`config.mk`:
```
export PLATFORM = sky130hd
export DESIGN_NAME = circular_fifo_queue
export DESIGN_NICKNAME = d
export VERILOG_FILES = /design/src/rtl/core/cfq_pkg.sv /design/src/rtl/core/cfq_ram.sv /design/src/rtl/core/cfq_ctrl.sv /design/src/rtl/core/cfq_dp.sv /design/src/rtl/core/circular_fifo_queue.sv
export SDC_FILE = /design/constraint.sdc
export NUM_CORES = 1
export LEC_CHECK = 0
export BUFFER_PORTS_ARGS = -buffer_cell sky130_fd_sc_hd__buf_4
export CORE_MARGIN = 3
export CORE_UTILIZATION = 55
export DETAILED_ROUTE_END_ITERATION = 16
export GPL_ROUTABILITY_DRIVEN = 1
export MAX_ROUTING_LAYER = met4
export PLACE_DENSITY = 0.81
export SLEW_MARGIN = 40
export SYNTH_ARGS = -nofsm -noshare
export SYNTH_HDL_FRONTEND = slang
export SYNTH_SLANG_ARGS = --single-unit
```
`constraint.sdc`:
```
create_clock -name clk -period 7.2 [get_ports clk]
set_input_delay 0 -clock clk [delete_from_list [all_inputs] [get_ports clk]]
set_output_delay 0 -clock clk [all_outputs]
set_load 0.02 [all_outputs]
```
`src/rtl/core/cfq_pkg.sv`:
```
// Shared types and codes for the circular FIFO queue.
`timescale 1ns / 1ps
package cfq_pkg;

  // Requested operation carried by an input transaction
  typedef enum logic [1:0] {
    ACT_PUSH = 2'd0,
    ACT_POP  = 2'd1,
    ACT_DUMP = 2'd2,
    ACT_NONE = 2'd3
  } action_t;

  // Result status codes
  typedef enum logic [1:0] {
    ST_OK        = 2'd0,
    ST_OVERFLOW  = 2'd1,
    ST_UNDERFLOW = 2'd2,
    ST_EMPTY     = 2'd3
  } status_t;

  // Controller states
  typedef enum logic {
    S_IDLE = 1'b0,
    S_EXEC = 1'b1
  } state_t;

  localparam int unsigned WORD_W = 32;

  // Controller to datapath commands
  typedef struct packed {
    logic capture;   // latch the incoming transaction
    logic rd_head;   // read address follows the head index
    logic load_out;  // load the output register
    logic commit;    // apply push or pop state update
    logic dump_adv;  // step the dump pointer and read ahead
  } cmd_t;

  // Datapath to controller status
  typedef struct packed {
    action_t act;
    logic    empty;
    logic    at_tail;
    logic    out_free;
  } sts_t;

endpackage

```
`src/rtl/core/cfq_ram.sv`:
```
// Generic single write port RAM with registered read data.
`timescale 1ns / 1ps
module cfq_ram #(
  parameter int unsigned WIDTH = 32,
  parameter int unsigned DEPTH = 8
) (
  input  logic                     clk,
  input  logic                     we,
  input  logic [$clog2(DEPTH)-1:0] waddr,
  input  logic [WIDTH-1:0]         wdata,
  input  logic [$clog2(DEPTH)-1:0] raddr,
  output logic [WIDTH-1:0]         rdata_r
);

  logic [WIDTH-1:0] mem [DEPTH];

  // Write port and registered read port
  always_ff @(posedge clk) begin
    if (we) begin
      mem[waddr] <= wdata;
    end
    rdata_r <= mem[raddr];
  end

endmodule

```
`src/rtl/core/cfq_ctrl.sv`:
```
// Controller state machine for the circular FIFO queue.
`timescale 1ns / 1ps
module cfq_ctrl (
  input  logic             clk,
  input  logic             rst_n,
  input  logic             in_valid,
  input  logic [1:0]       in_action,
  output logic             in_stall,
  input  cfq_pkg::sts_t    sts,
  output cfq_pkg::cmd_t    cmd
);
  import cfq_pkg::*;

  state_t state_r;
  state_t state_nxt;

  // State register
  always_ff @(posedge clk) begin
    if (!rst_n) begin
      state_r <= S_IDLE;
    end else begin
      state_r <= state_nxt;
    end
  end

  // Next state and commands
  always_comb begin
    state_nxt = state_r;
    cmd       = '0;
    in_stall  = (state_r != S_IDLE);
    unique case (state_r)
      S_IDLE: begin
        cmd.rd_head = 1'b1;
        if (in_valid) begin
          cmd.capture = 1'b1;
          if (action_t'(in_action) != ACT_NONE) begin
            state_nxt = S_EXEC;
          end
        end
      end
      S_EXEC: begin
        if (sts.out_free) begin
          cmd.load_out = 1'b1;
          if (sts.act == ACT_DUMP && !sts.empty && !sts.at_tail) begin
            cmd.dump_adv = 1'b1;
          end else begin
            cmd.commit = 1'b1;
            state_nxt  = S_IDLE;
          end
        end
      end
      default: begin
        state_nxt = S_IDLE;
      end
    endcase
  end

  // Results are only loaded when the output register can take them
  a_load_free: assert property (@(posedge clk) disable iff (!rst_n)
    cmd.load_out |-> sts.out_free)
    else $error("output loaded while occupied and stalled");

  // A finished transaction always returns the controller to idle
  a_commit_idle: assert property (@(posedge clk) disable iff (!rst_n)
    cmd.commit |=> state_r == S_IDLE)
    else $error("controller did not return to idle after commit");

endmodule

```
`src/rtl/core/cfq_dp.sv`:
```
// Datapath: indices, storage, transaction latch and output register.
`timescale 1ns / 1ps
module cfq_dp #(
  parameter int unsigned DEPTH = 8
) (
  input  logic                         clk,
  input  logic                         rst_n,
  input  logic [1:0]                   in_action,
  input  logic signed [31:0]           in_value,
  input  cfq_pkg::cmd_t                cmd,
  output cfq_pkg::sts_t                sts,
  input  logic                         out_stall,
  output logic                         out_valid,
  output logic [1:0]                   out_status,
  output logic signed [31:0]           out_data,
  output logic                         out_last
);
  import cfq_pkg::*;

  localparam int unsigned AW = $clog2(DEPTH);

  logic [AW-1:0]     head_r;
  logic [AW-1:0]     tail_r;
  logic [AW-1:0]     pos_r;
  logic              empty_r;
  action_t           act_r;
  logic [WORD_W-1:0] value_r;
  logic              out_valid_r;
  status_t           status_r;
  logic [WORD_W-1:0] data_r;
  logic              last_r;

  logic              full;
  logic              at_tail;
  logic              wr_en;
  logic [AW-1:0]     wr_addr;
  logic [AW-1:0]     rd_addr;
  logic [WORD_W-1:0] rd_data;
  logic [AW-1:0]     tail_adv;
  logic [AW-1:0]     head_adv;
  logic [AW-1:0]     pos_adv;
  status_t           status_nxt;
  logic [WORD_W-1:0] data_nxt;
  logic              last_nxt;

  function automatic logic [AW-1:0] advance(input logic [AW-1:0] idx);
    return (idx == AW'(DEPTH - 1)) ? '0 : idx + AW'(1);
  endfunction

  assign tail_adv = advance(tail_r);
  assign head_adv = advance(head_r);
  assign pos_adv  = advance(pos_r);
  assign full     = !empty_r && (tail_adv == head_r);
  assign at_tail  = (pos_r == tail_r);

  // Storage access
  assign wr_en   = cmd.commit && (act_r == ACT_PUSH) && !full;
  assign wr_addr = empty_r ? '0 : tail_adv;
  assign rd_addr = cmd.dump_adv ? pos_adv : (cmd.rd_head ? head_r : pos_r);

  cfq_ram #(
    .WIDTH (WORD_W),
    .DEPTH (DEPTH)
  ) u_ram (
    .clk     (clk),
    .we      (wr_en),
    .waddr   (wr_addr),
    .wdata   (value_r),
    .raddr   (rd_addr),
    .rdata_r (rd_data)
  );

  // Transaction latch and dump pointer
  always_ff @(posedge clk) begin
    if (cmd.capture) begin
      act_r   <= action_t'(in_action);
      value_r <= in_value;
      pos_r   <= head_r;
    end else if (cmd.dump_adv) begin
      pos_r   <= pos_adv;
    end
  end

  // Queue indices and empty flag
  always_ff @(posedge clk) begin
    if (!rst_n) begin
      head_r  <= '0;
      tail_r  <= '0;
      empty_r <= 1'b1;
    end else if (cmd.commit) begin
      if (act_r == ACT_PUSH && !full) begin
        if (empty_r) begin
          head_r  <= '0;
          tail_r  <= '0;
          empty_r <= 1'b0;
        end else begin
          tail_r  <= tail_adv;
        end
      end else if (act_r == ACT_POP && !empty_r) begin
        if (head_r == tail_r) begin
          head_r  <= '0;
          tail_r  <= '0;
          empty_r <= 1'b1;
        end else begin
          head_r  <= head_adv;
        end
      end
    end
  end

  // Result fields for the current transaction
  always_comb begin
    status_nxt = ST_OK;
    data_nxt   = '0;
    last_nxt   = 1'b1;
    unique case (act_r)
      ACT_PUSH: begin
        status_nxt = full ? ST_OVERFLOW : ST_OK;
      end
      ACT_POP: begin
        if (empty_r) begin
          status_nxt = ST_UNDERFLOW;
        end else begin
          data_nxt = rd_data;
        end
      end
      ACT_DUMP: begin
        if (empty_r) begin
          status_nxt = ST_EMPTY;
        end else begin
          data_nxt = rd_data;
          last_nxt = at_tail;
        end
      end
      default: begin
        status_nxt = ST_OK;
      end
    endcase
  end

  // Output register
  always_ff @(posedge clk) begin
    if (!rst_n) begin
      out_valid_r <= 1'b0;
    end else if (cmd.load_out) begin
      out_valid_r <= 1'b1;
    end else if (!out_stall) begin
      out_valid_r <= 1'b0;
    end
  end

  always_ff @(posedge clk) begin
    if (cmd.load_out) begin
      status_r <= status_nxt;
      data_r   <= data_nxt;
      last_r   <= last_nxt;
    end
  end

  assign out_valid  = out_valid_r;
  assign out_status = status_r;
  assign out_data   = data_r;
  assign out_last   = last_r;

  assign sts.act      = act_r;
  assign sts.empty    = empty_r;
  assign sts.at_tail  = at_tail;
  assign sts.out_free = !out_valid_r || !out_stall;

  // An empty queue always has both indices parked at zero
  a_empty_idx: assert property (@(posedge clk) disable iff (!rst_n)
    empty_r |-> (head_r == '0) && (tail_r == '0))
    else $error("empty queue with non-zero indices");

  // A load always presents a result on the next cycle
  a_load_valid: assert property (@(posedge clk) disable iff (!rst_n)
    cmd.load_out |=> out_valid_r)
    else $error("loaded result not presented");

endmodule

```
`src/rtl/core/circular_fifo_queue.sv`:
```
// Top level of the circular FIFO queue of signed 32-bit words.
//
// Input channel (in_valid, in_stall, in_action, in_value): one transaction
// is one action - push in_value, pop the oldest word, or dump all words.
// Action code 3 is swallowed with no result.
// Result channel (out_valid, out_stall, out_status, out_data, out_last):
// push and pop give one result; a dump gives one result per stored word,
// oldest first, with out_last on the newest, or one empty result.
// out_valid rises once the execute state loads the result into the output
// register. Each transaction is accepted in the idle state and then executed,
// push and pop with the storage read data from the registered read port; a
// dump streams one word per cycle from the RAM read port while the output register is free.
// in_stall is high while a transaction executes; the next transaction is
// accepted even while the last result still waits in the output register.
// When out_stall is high the result and its payload are held, and the
// execution of further results waits for the register to drain.
// Reset (rst_n low, synchronous) empties the queue and drops any result.
`timescale 1ns / 1ps
module circular_fifo_queue #(
  parameter int unsigned DEPTH = 8
) (
  input  logic               clk,
  input  logic               rst_n,
  input  logic               in_valid,
  output logic               in_stall,
  input  logic [1:0]         in_action,
  input  logic signed [31:0] in_value,
  output logic               out_valid,
  input  logic               out_stall,
  output logic [1:0]         out_status,
  output logic signed [31:0] out_data,
  output logic               out_last
);
  import cfq_pkg::*;

  cmd_t cmd;
  sts_t sts;

  // Sequencing
  cfq_ctrl u_ctrl (
    .clk       (clk),
    .rst_n     (rst_n),
    .in_valid  (in_valid),
    .in_action (in_action),
    .in_stall  (in_stall),
    .sts       (sts),
    .cmd       (cmd)
  );

  // Storage and result path
  cfq_dp #(
    .DEPTH (DEPTH)
  ) u_dp (
    .clk        (clk),
    .rst_n      (rst_n),
    .in_action  (in_action),
    .in_value   (in_value),
    .cmd        (cmd),
    .sts        (sts),
    .out_stall  (out_stall),
    .out_valid  (out_valid),
    .out_status (out_status),
    .out_data   (out_data),
    .out_last   (out_last)
  );

endmodule

```
# Word-level counts from Yosys, hierarchy flattened
# Memory sizes are Yosys's and may differ from the RTL's. A register that Yosys moved wholly into a read port is not among the register bits.
# Cells that the tools add are included.
dict set report op_classes {
  reduce_logical 22
  n_mux 36
  add_sub_neg 3
  bitwise_logic 3
  eq_ne 11
}
# operator count
set ops {}
lappend ops {{3-bit two-way mux} 17}
lappend ops {{1-bit two-way mux} 14}
lappend ops {{3-bit by 1-bit adder with 3-bit output (second input constant)} 3}
lappend ops {{3-bit equality test} 3}
lappend ops {{3-bit equality test (second input constant)} 3}
lappend ops {{1-bit logical AND} 7}
lappend ops {{2-bit two-way mux} 3}
lappend ops {{2-bit case mux with 3 select lines} 1}
lappend ops {{3-bit AND reduction} 2}
lappend ops {{2-bit nonzero test} 3}
lappend ops {{2-bit OR reduction} 3}
lappend ops {{1-bit zero test} 5}
lappend ops {{2-bit by 1-bit != test with 1-bit output (second input constant)} 2}
lappend ops {{1-bit NOT} 3}
lappend ops {{2-bit by 1-bit equality test with 1-bit output (second input constant)} 1}
lappend ops {{2-bit equality test (second input constant)} 1}
lappend ops {{2-bit zero test} 1}
lappend ops {{2-bit != test (second input constant)} 1}
lappend ops {{1-bit case mux with 2 select lines} 1}
lappend ops {{1-bit logical OR} 1}
dict set report word_totals {
  word_cells 87
  n_memories 1
  ram_bits 256
  output_inout_bits 37
  ff_bits 81
  input_bits 38
}
# memory words width rd rd_clocked_by_memory_dff wr line_no
set memory_table {}
lappend memory_table {u_dp.u_ram.mem 8 32 1 1 1 cfq_ram.sv:15} ;# logic [WIDTH-1:0] mem [DEPTH];

# Logic depth before layout (Yosys ltp)
# Gate-level depths: netlist (run 1).
dict set report depth {
  depth_word 10
  depth_mapped 10
  depth_no_buf 8
}

# Cells and area by module
# A second synthesis (run 1) with hierarchy kept.
dict set report unflattened {
  cells_unflattened 626
  area_unflattened_um2 13736.9
}
# mod n_inst cells_each area_each_um2 seq_area_each_um2
set by_module_without_submodules {}
lappend by_module_without_submodules {cfq_ram 1 415 10466.3 8328.0}
lappend by_module_without_submodules {cfq_dp 1 201 3180.6 2322.2}
lappend by_module_without_submodules {cfq_ctrl 1 10 90.1 20.0}

# Worst setup path before layout (run 1)
# OpenSTA, ideal clock, no wires.
dict set report synth_path {
  path_kind {register -> register}
  from {reg u_ctrl.state_r (netlist: u_ctrl.in_stall)}
  to {mem u_dp.u_ram.mem[3][0] (enable)}
  stages_incl_launch_ff 8
  synth_period_minus_slack_ns 4.877
  arrival_time_ns 4.416
  path_buffers 1
  required_time_ns 6.739
  setup_ns 0.461
  slack_ns 2.323
  cell_sequence {dfxtp_1 buf_2 nand2_2 inv_1 o2111a_1 and2_1 nand2_1 nor3_1}
}
dict set report synth_via {
  elab_chain_len 5
}
# element line_no
set synth_rtl {}
lappend synth_rtl {{start: declaration} cfq_ctrl.sv:14} ;# state_t state_r;
lappend synth_rtl {{start signal: assignment} cfq_ctrl.sv:22} ;# state_r <= state_nxt;
lappend synth_rtl {{3-bit two-way mux} cfq_ctrl.sv:31} ;# unique case (state_r)
lappend synth_rtl {{1-bit logical AND (2 in a row)} cfq_dp.sv:57} ;# assign wr_en = cmd.commit && (act_r == ACT_PUSH) && !full;
lappend synth_rtl {{1-bit two-way mux} cfq_ram.sv:19} ;# if (we) begin
lappend synth_rtl {{1-bit two-way mux (implied by the code)} cfq_ram.sv:20} ;# mem[waddr] <= wdata;
lappend synth_rtl {{end: declaration} cfq_ram.sv:15}
# Every way passes these cells.

# Worst setup path in the final report (run 1)
dict set report layout_path {
  from {reg u_ctrl.state_r (netlist: u_ctrl.in_stall)}
  to {reg u_dp.u_ram.rdata_r[13], read port of u_dp.u_ram.mem}
}
dict set report layout_via {
  elab_chain_len 3
  word_cells_on_any_way 4
  cone_classes {mux (4)}
}
# element line_no
set layout_rtl {}
lappend layout_rtl {{2-bit two-way mux} cfq_ctrl.sv:31}
lappend layout_rtl {{3-bit two-way mux} cfq_dp.sv:59} ;# assign rd_addr = cmd.dump_adv ? pos_adv : (cmd.rd_head ? head_r : pos_r);
lappend layout_rtl {{3-bit two-way mux *} cfq_dp.sv:59}
lappend layout_rtl {{end: declaration} cfq_ram.sv:12} ;# output logic [WIDTH-1:0] rdata_r
# Mark *: on every way between the ends. The rest lies on a longest branch, timed or not.
# A chain may end at the register's enable or synchronous reset.

==> results.ini, run 1 <==
[min_path]
hold_depth=2
min_from=in_action[0]
min_to=u_dp.act_r[0]
hp-class=in2reg

[job]
cap_violations=0

[global_route]
track_usage=0.2233
first_global_vias=8933
grt_first_pass_wirelength_mm=48.52
grt_max_degree=123
grt-ovfl-total=0
antenna_found_initial=0

[die]
fp-row-count=59
start_util=0.5637
fp.coreArea_mm2=0.02621
top_level_ports=75
die_width_um=169.9
dieHeight_um=169.9
die-area_mm2=0.02886

[pwr]
powerDensity_mw_per_mm2=272.1
ir_drop_mv=0.2306
p_switching_uw=970.5
p_seq_frac=0.514
p_clk_frac=0.432
swShare=0.2046
cellLeakagePower_nw=6.170
combPwrFrac=0.054
power.internal_mw=3.773

[route]
via_count=8947
drt_first_iter_violations=1033
drcViolationCount=0
drt_pass1_iterations=5
via_per_inst=6.132
ant_nets=0
drt-total-wl_mm=31.72
wire_per_inst_um=21.74

[critical_path]
cp_slowest_cell=dfxtp_1
r2r-start=u_ctrl.in_stall
cp-end-kind=register
crit_type=reg2reg
path_buf_inv=5
worst-path-max-fanout=53
slowest_delay_ns=0.56
path_cells=nand2_2 > clkinv_1 > buf_4 > nand4_1 > buf_4 > or2_2 > buf_4 > buf_12 > and3_1 > o32ai_1 > o211ai_1
r2r_end=u_dp.u_ram.rdata_r[13]
r2r_slack_ns=3.67
start_kind=register
crit_family=buffers and inverters
crit_top_cell=buf_4
ff2ff_path_depth=11
crit_required_ns=7.57
crit_start=u_ctrl.in_stall
crit_arrival_ns=3.89

[final_layout]
nFillCells=1722
area_growth_pct=18.00
final_cell_mix=edfxtp_1, a21boi_0, and3_1
nets=1143
finalInstanceArea_mm2=0.01743
mostFrequentLayoutCell=edfxtp_1
diodes=0
drive_gt1_frac=0.1610

[yosys]
syn_nets=1054
synth_edf_count=328
async_flop_share=0
yosys.area.top_type_share=0.6667
synthTopCellsByArea=edfxtp_1, a21boi_0, dfxtp_1, and3_1, o211ai_1
syn-instance-count=1006
yosysTopAreaCell=edfxtp_1
synthFlopType=edfxtp_1
synth_area_mm2=0.01477
ys.warnings.count=0
synth_seq_cells=369
seq_area_frac_synth=0.7223
postSynthAreaPerCell_um2=14.68
ys_types=45

[sta]
whs_ns=0.1942
relSlewSlack=0.4792
finalClockSkew_ns=0.01571
rsz0062_at_grt=false
max_slew.worst_pin.slew_ns=0.7812
fmax_mhz=283.4
fin_crit_sh=0.4900
hold_viol_final=0
finalSetupTns_ns=0
period_needed_ns=3.528
finalSetupViolCount=0
finalMaxSlewViolations=0

[placement]
placed_cell_area_mm2=0.01570
gp_congestion=0.8647
port-buffer-count=74
post-dp-hpwl_mm=16.34

[cts]
clock_latency_ns=0.52
clkSlewWorstSetupHoldPaths_ns=0.06
cts_root_buf=clkbuf_16
ctsResizeCount=0
cts_buffer_depth=3
post_cts_buffers=0
cts_tree=built
cts-htree-levels=2
cts_buffers=37
clock_sinks=369

[outcome]
run_status=finished, final reports clean

worst max-delay path by stage:
stage | endpoint | depth (start not counted)
2_1_floorplan | u_dp.u_ram.mem[3][0] | 7
3_3_place_gp | u_dp.u_ram.rdata_r[14] | 10
3_5_place_dp | u_dp.u_ram.rdata_r[23] | 10
4_1_cts | u_dp.u_ram.rdata_r[13] | 10
5_1_grt | u_dp.u_ram.rdata_r[13] | 11
6_report | u_dp.u_ram.rdata_r[13] | 11
power by group through the flow:
stage / Sequential [mW] / Combinational [mW] / Clock, mW
2_1_floorplan: 2.48 / 0.139 / 0
3_3_place_gp: 2.48 / 0.226 / 0
3_5_place_dp: 2.48 / 0.236 / 0
4_1_cts: 2.44 / 0.253 / 2.08
5_1_grt: 2.44 / 0.276 / 2.16
6_report: 2.44 / 0.256 / 2.05
synth_stat cells, types with 2 or more instances:
| library cell | n |
|---|---|
| buf_2 | 9 |
| a21boi_1 | 8 |
| nor2b_1 | 4 |
| and2_1 | 35 |
| inv_1 | 8 |
| nand3_1 | 4 |
| buf_1 | 3 |
| edfxtp_1 | 328 |
| dfxtp_1 | 41 |
| nor2_1 | 15 |
| o32ai_1 | 31 |
| xnor2_1 | 5 |
| and3_1 | 94 |
| nand2_1 | 16 |
| o211ai_1 | 62 |
| o21ai_0 | 83 |
| clkbuf_1 | 68 |
| a21boi_0 | 118 |
| nor3_1 | 5 |
| xor2_1 | 4 |
| a21oi_1 | 2 |
| mux2_2 | 6 |
| o21ai_1 | 18 |
| ha_1 | 10 |
| buf_6 | 3 |
| mux2i_1 | 7 |
state kept, by name (all words and copies together), names as in the netlist:
| register | count |
|---|---|
| u_dp.out_last | 1 |
| u_dp.act_r | 2 |
| u_dp.tail_r | 3 |
| u_ctrl.in_stall | 1 |
| u_dp.pos_r | 3 |
| u_dp.u_ram.rdata_r | 32 |
| u_dp.out_status | 2 |
| u_dp.out_valid | 1 |
| u_dp.u_ram.mem | 256 |
| u_dp.out_data | 32 |
| u_dp.value_r | 32 |
| u_dp.empty_r | 1 |
| u_dp.head_r | 3 |
cell families (layout without fill, tap and decap cells):
| logic type | after synthesis | in the layout | share of synthesized area |
|---|---|---|---|
| xor gates and xnor gates | 9 | 9 | 0.005335 |
| muxes | 15 | 15 | 0.01160 |
| adders and majority gates | 10 | 10 | 0.008470 |
| AOI/OAI and AO/OA | 332 | 332 | 0.1563 |
| DFF | 369 | 369 | 0.7223 |
| and+or+nand+nor | 179 | 179 | 0.07013 |
| buffers and inverters | 92 | 210 | 0.02592 |
cell type report:
class                      count  area (um^2)  area share
inverter                       8        30.03    0.001723
tap                          335        419.2     0.02405
clock inverter                21        287.8     0.01651
multi-input combinational    545         3802      0.2181
clock buffer                  47         1036     0.05943
timing repair buffer         134         1186     0.06804
sequential                   369        10670      0.6121
timing repair:
item,4_1_cts,5_1_grt
hold endpoints to repair,43,0
hold buffers,37,0
endpoints found under the setup margin,0,0
per-layer routing:
| metal | GRT usage | share of wire | vias up |
|---|---|---|---|
| li1 | - | - | 4093 |
| met1 | 0.2774 | 0.38 | 4382 |
| met2 | 0.3753 | 0.51 | 394 |
| met3 | 0.03368 | 0.080 | 78 |
| met4 | 0.08430 | 0.026 | 0 |
| met5 | - | 0 | - |
per-stage QoR:
stage | instances | total power, mW | setup slack, ns | utilization
floorplan | 1006 | 2.615 | 2.323 | -
global placement | 1349 | 2.705 | 3.872 | 0.5955
detailed placement | 1352 | 2.717 | 3.761 | 0.5990
CTS | 1457 | 4.769 | 3.735 | 0.6636
global route | 1459 | 4.879 | 3.501 | 0.6652
finish | 1459 | 4.744 | 3.672 | 0.6652
Power figures use the tool's default switching activity.
==> run 2: changes to the inputs <==
Clock period 7.2 ns to 3.5 ns, I/O delays scaled along.
==> run 2 against run 1 <==
Against the previous run: clock power grew 95%; first-iteration DRC count increased by 13%; die area unchanged; design area is 0.14% higher; via count grew 0.64%; clock skew is 0.0051 ns lower; fmax increased by 17%; worst setup slack worse by 3.2 ns; critical path depth decreased by 2; sequential cell count is the same; critical path type unchanged.
==> results.ini, run 2 (synthesized netlist as in run 1, its figures left out) <==
[final_layout]
nFillCells=1738
mostFrequentLayoutCell=edfxtp_1
top_register=u_dp.u_ram.mem
drive_gt1_frac=0.1614
nets=1151
largest_register_ff_count=256
final_cells=1469
area_growth_pct=18.16
multi_input_area_mm2=0.003817
finalInstanceArea_mm2=0.01746
seqCellArea_mm2=0.01067
diodes=0
final_cell_mix=edfxtp_1, a21boi_0, and3_1, buf_4, o21ai_0

[outcome]
run_status=finished, final reports clean

[sta]
finalSetupViolCount=0
finalMaxSlewViolations=0
hold_viol_final=0
period_needed_ns=3.028
fmax_mhz=330.2
fin_crit_sh=0.8652
whs_ns=0.1945
finalClockSkew_ns=0.01057
layout_setup_ws_ns=0.4717
rsz0062_at_grt=false
relSlewSlack=0.4481
max_slew.worst_pin.slew_ns=0.8193

[min_path]
hold_depth=2
hp-class=in2reg

[cts]
cts_buffers=39
cts_tree=built
ctsResizeCount=0
clock_sinks=369
hold_buffers=37
post_cts_buffers=0
cts-htree-levels=2
clkSlewWorstSetupHoldPaths_ns=0.06
cts_root_buf=clkbuf_16
clock_latency_ns=0.52
cts_buffer_depth=3

[global_route]
antenna_found_initial=0
grt-ovfl-total=0
first_global_vias=8911
grt_max_degree=157
track_usage=0.2226
grt_first_pass_wirelength_mm=48.86

[route]
via_per_inst=6.129
drcViolationCount=0
via_count=9004
wire_per_inst_um=21.28
drt_pass1_iterations=5
ant_nets=0
drt-total-wl_mm=31.26
drt_first_iter_violations=1165

[die]
die_width_um=169.9
dieHeight_um=169.9
top_level_ports=75
fp.coreArea_mm2=0.02621
fp-row-count=59
die-area_mm2=0.02886
start_util=0.5637

[placement]
placed_cell_area_mm2=0.01582
port-buffer-count=74
dp_cells=1360
dpl_worst_slack_ns=0.5127
gp_congestion=0.8111
post-dp-hpwl_mm=17.23

[critical_path]
ff2ff_path_depth=9
crit_required_ns=3.70
worst-path-max-fanout=32
crit_type=reg2reg
cp_slowest_cell=ha_1
slowest_delay_ns=0.53
cp-end-kind=register
start_kind=register
crit_top_cell=ha_1
path_cells=ha_1 > ha_1 > xnor2_1 > nand3_1 > o2111a_1 > and2_1 > nand2_1 > nor3_4 > buf_12
crit_arrival_ns=3.23

[pwr]
powerDensity_mw_per_mm2=546.8
total_power_mw=9.544
ir_drop_mv=0.3757
p_seq_frac=0.526
power.internal_mw=7.544
cellLeakagePower_nw=6.160
combPwrFrac=0.056
p_clk_frac=0.419
swShare=0.2096
p_switching_mw=2.000

[job]
cap_violations=0

[run 2: changes by cell type in the layout (fill, tap and decap cells not counted), sizes merged]
cell	before	now
clkbuf	47	54
buf	97	103
bufinv	7	3
clkinv	13	15
inv	9	8
[run 2: path summary, 6_finish.rpt]
kind | slack, ns | to | from
setup reg to reg | 0.47 | u_dp.u_ram.mem[3][3] | u_dp.tail_r[0]
hold reg to reg | 0.50 | u_dp.out_data[17] | u_dp.u_ram.rdata_r[17]
hold / removal | 0.19 | u_dp.value_r[15] | in_value[15]
setup / recovery | 0.47 | u_dp.u_ram.mem[3][3] | u_dp.tail_r[0]
[run 2: worst max-delay path: cells and delay by family (launching register included)]
family | cells | cell delay [ns]
simple gates | 4 | 0.88
fa+ha+maj | 2 | 0.76
flops | 1 | 0.37
compound gates | 1 | 0.30
buf+inv | 1 | 0.26
xor+xnor | 1 | 0.12
[run 2: power groups by stage]
stage	registers (mW)	clock network (mW)	logic, mW
floorplan	5.09	0	0.286
global placement	5.10	0	0.472
detailed placement	5.11	0	0.490
CTS	5.02	4.06	0.528
global route	5.03	4.24	0.578
finish	5.02	4.00	0.530
[run 2: layer usage]
metal | global-route usage | vias to the layer above | share of wire
met5 | - | - | 0
met1 | 0.2955 | 4422 | 0.40
met3 | 0.03810 | 76 | 0.077
met4 | 0.07725 | 0 | 0.027
met2 | 0.3532 | 394 | 0.50
li1 | - | 4112 | -
[run 2: stage by stage]
stage               setup TNS, ns    util
floorplan                  -57.43       -
global route                    0  0.6661
detailed placement              0  0.6038
global placement                0  0.6038
finish                          0  0.6661
CTS                             0  0.6661
[run 2: layout make-up]
type,count,share of cell area
repair buffers,140,0.07197
well taps,335,0.02401
clock inverters,18,0.01025
clock buffers,54,0.06207
inverters,8,0.001720
flip-flops and latches,369,0.6113
multi-input cells,545,0.2187
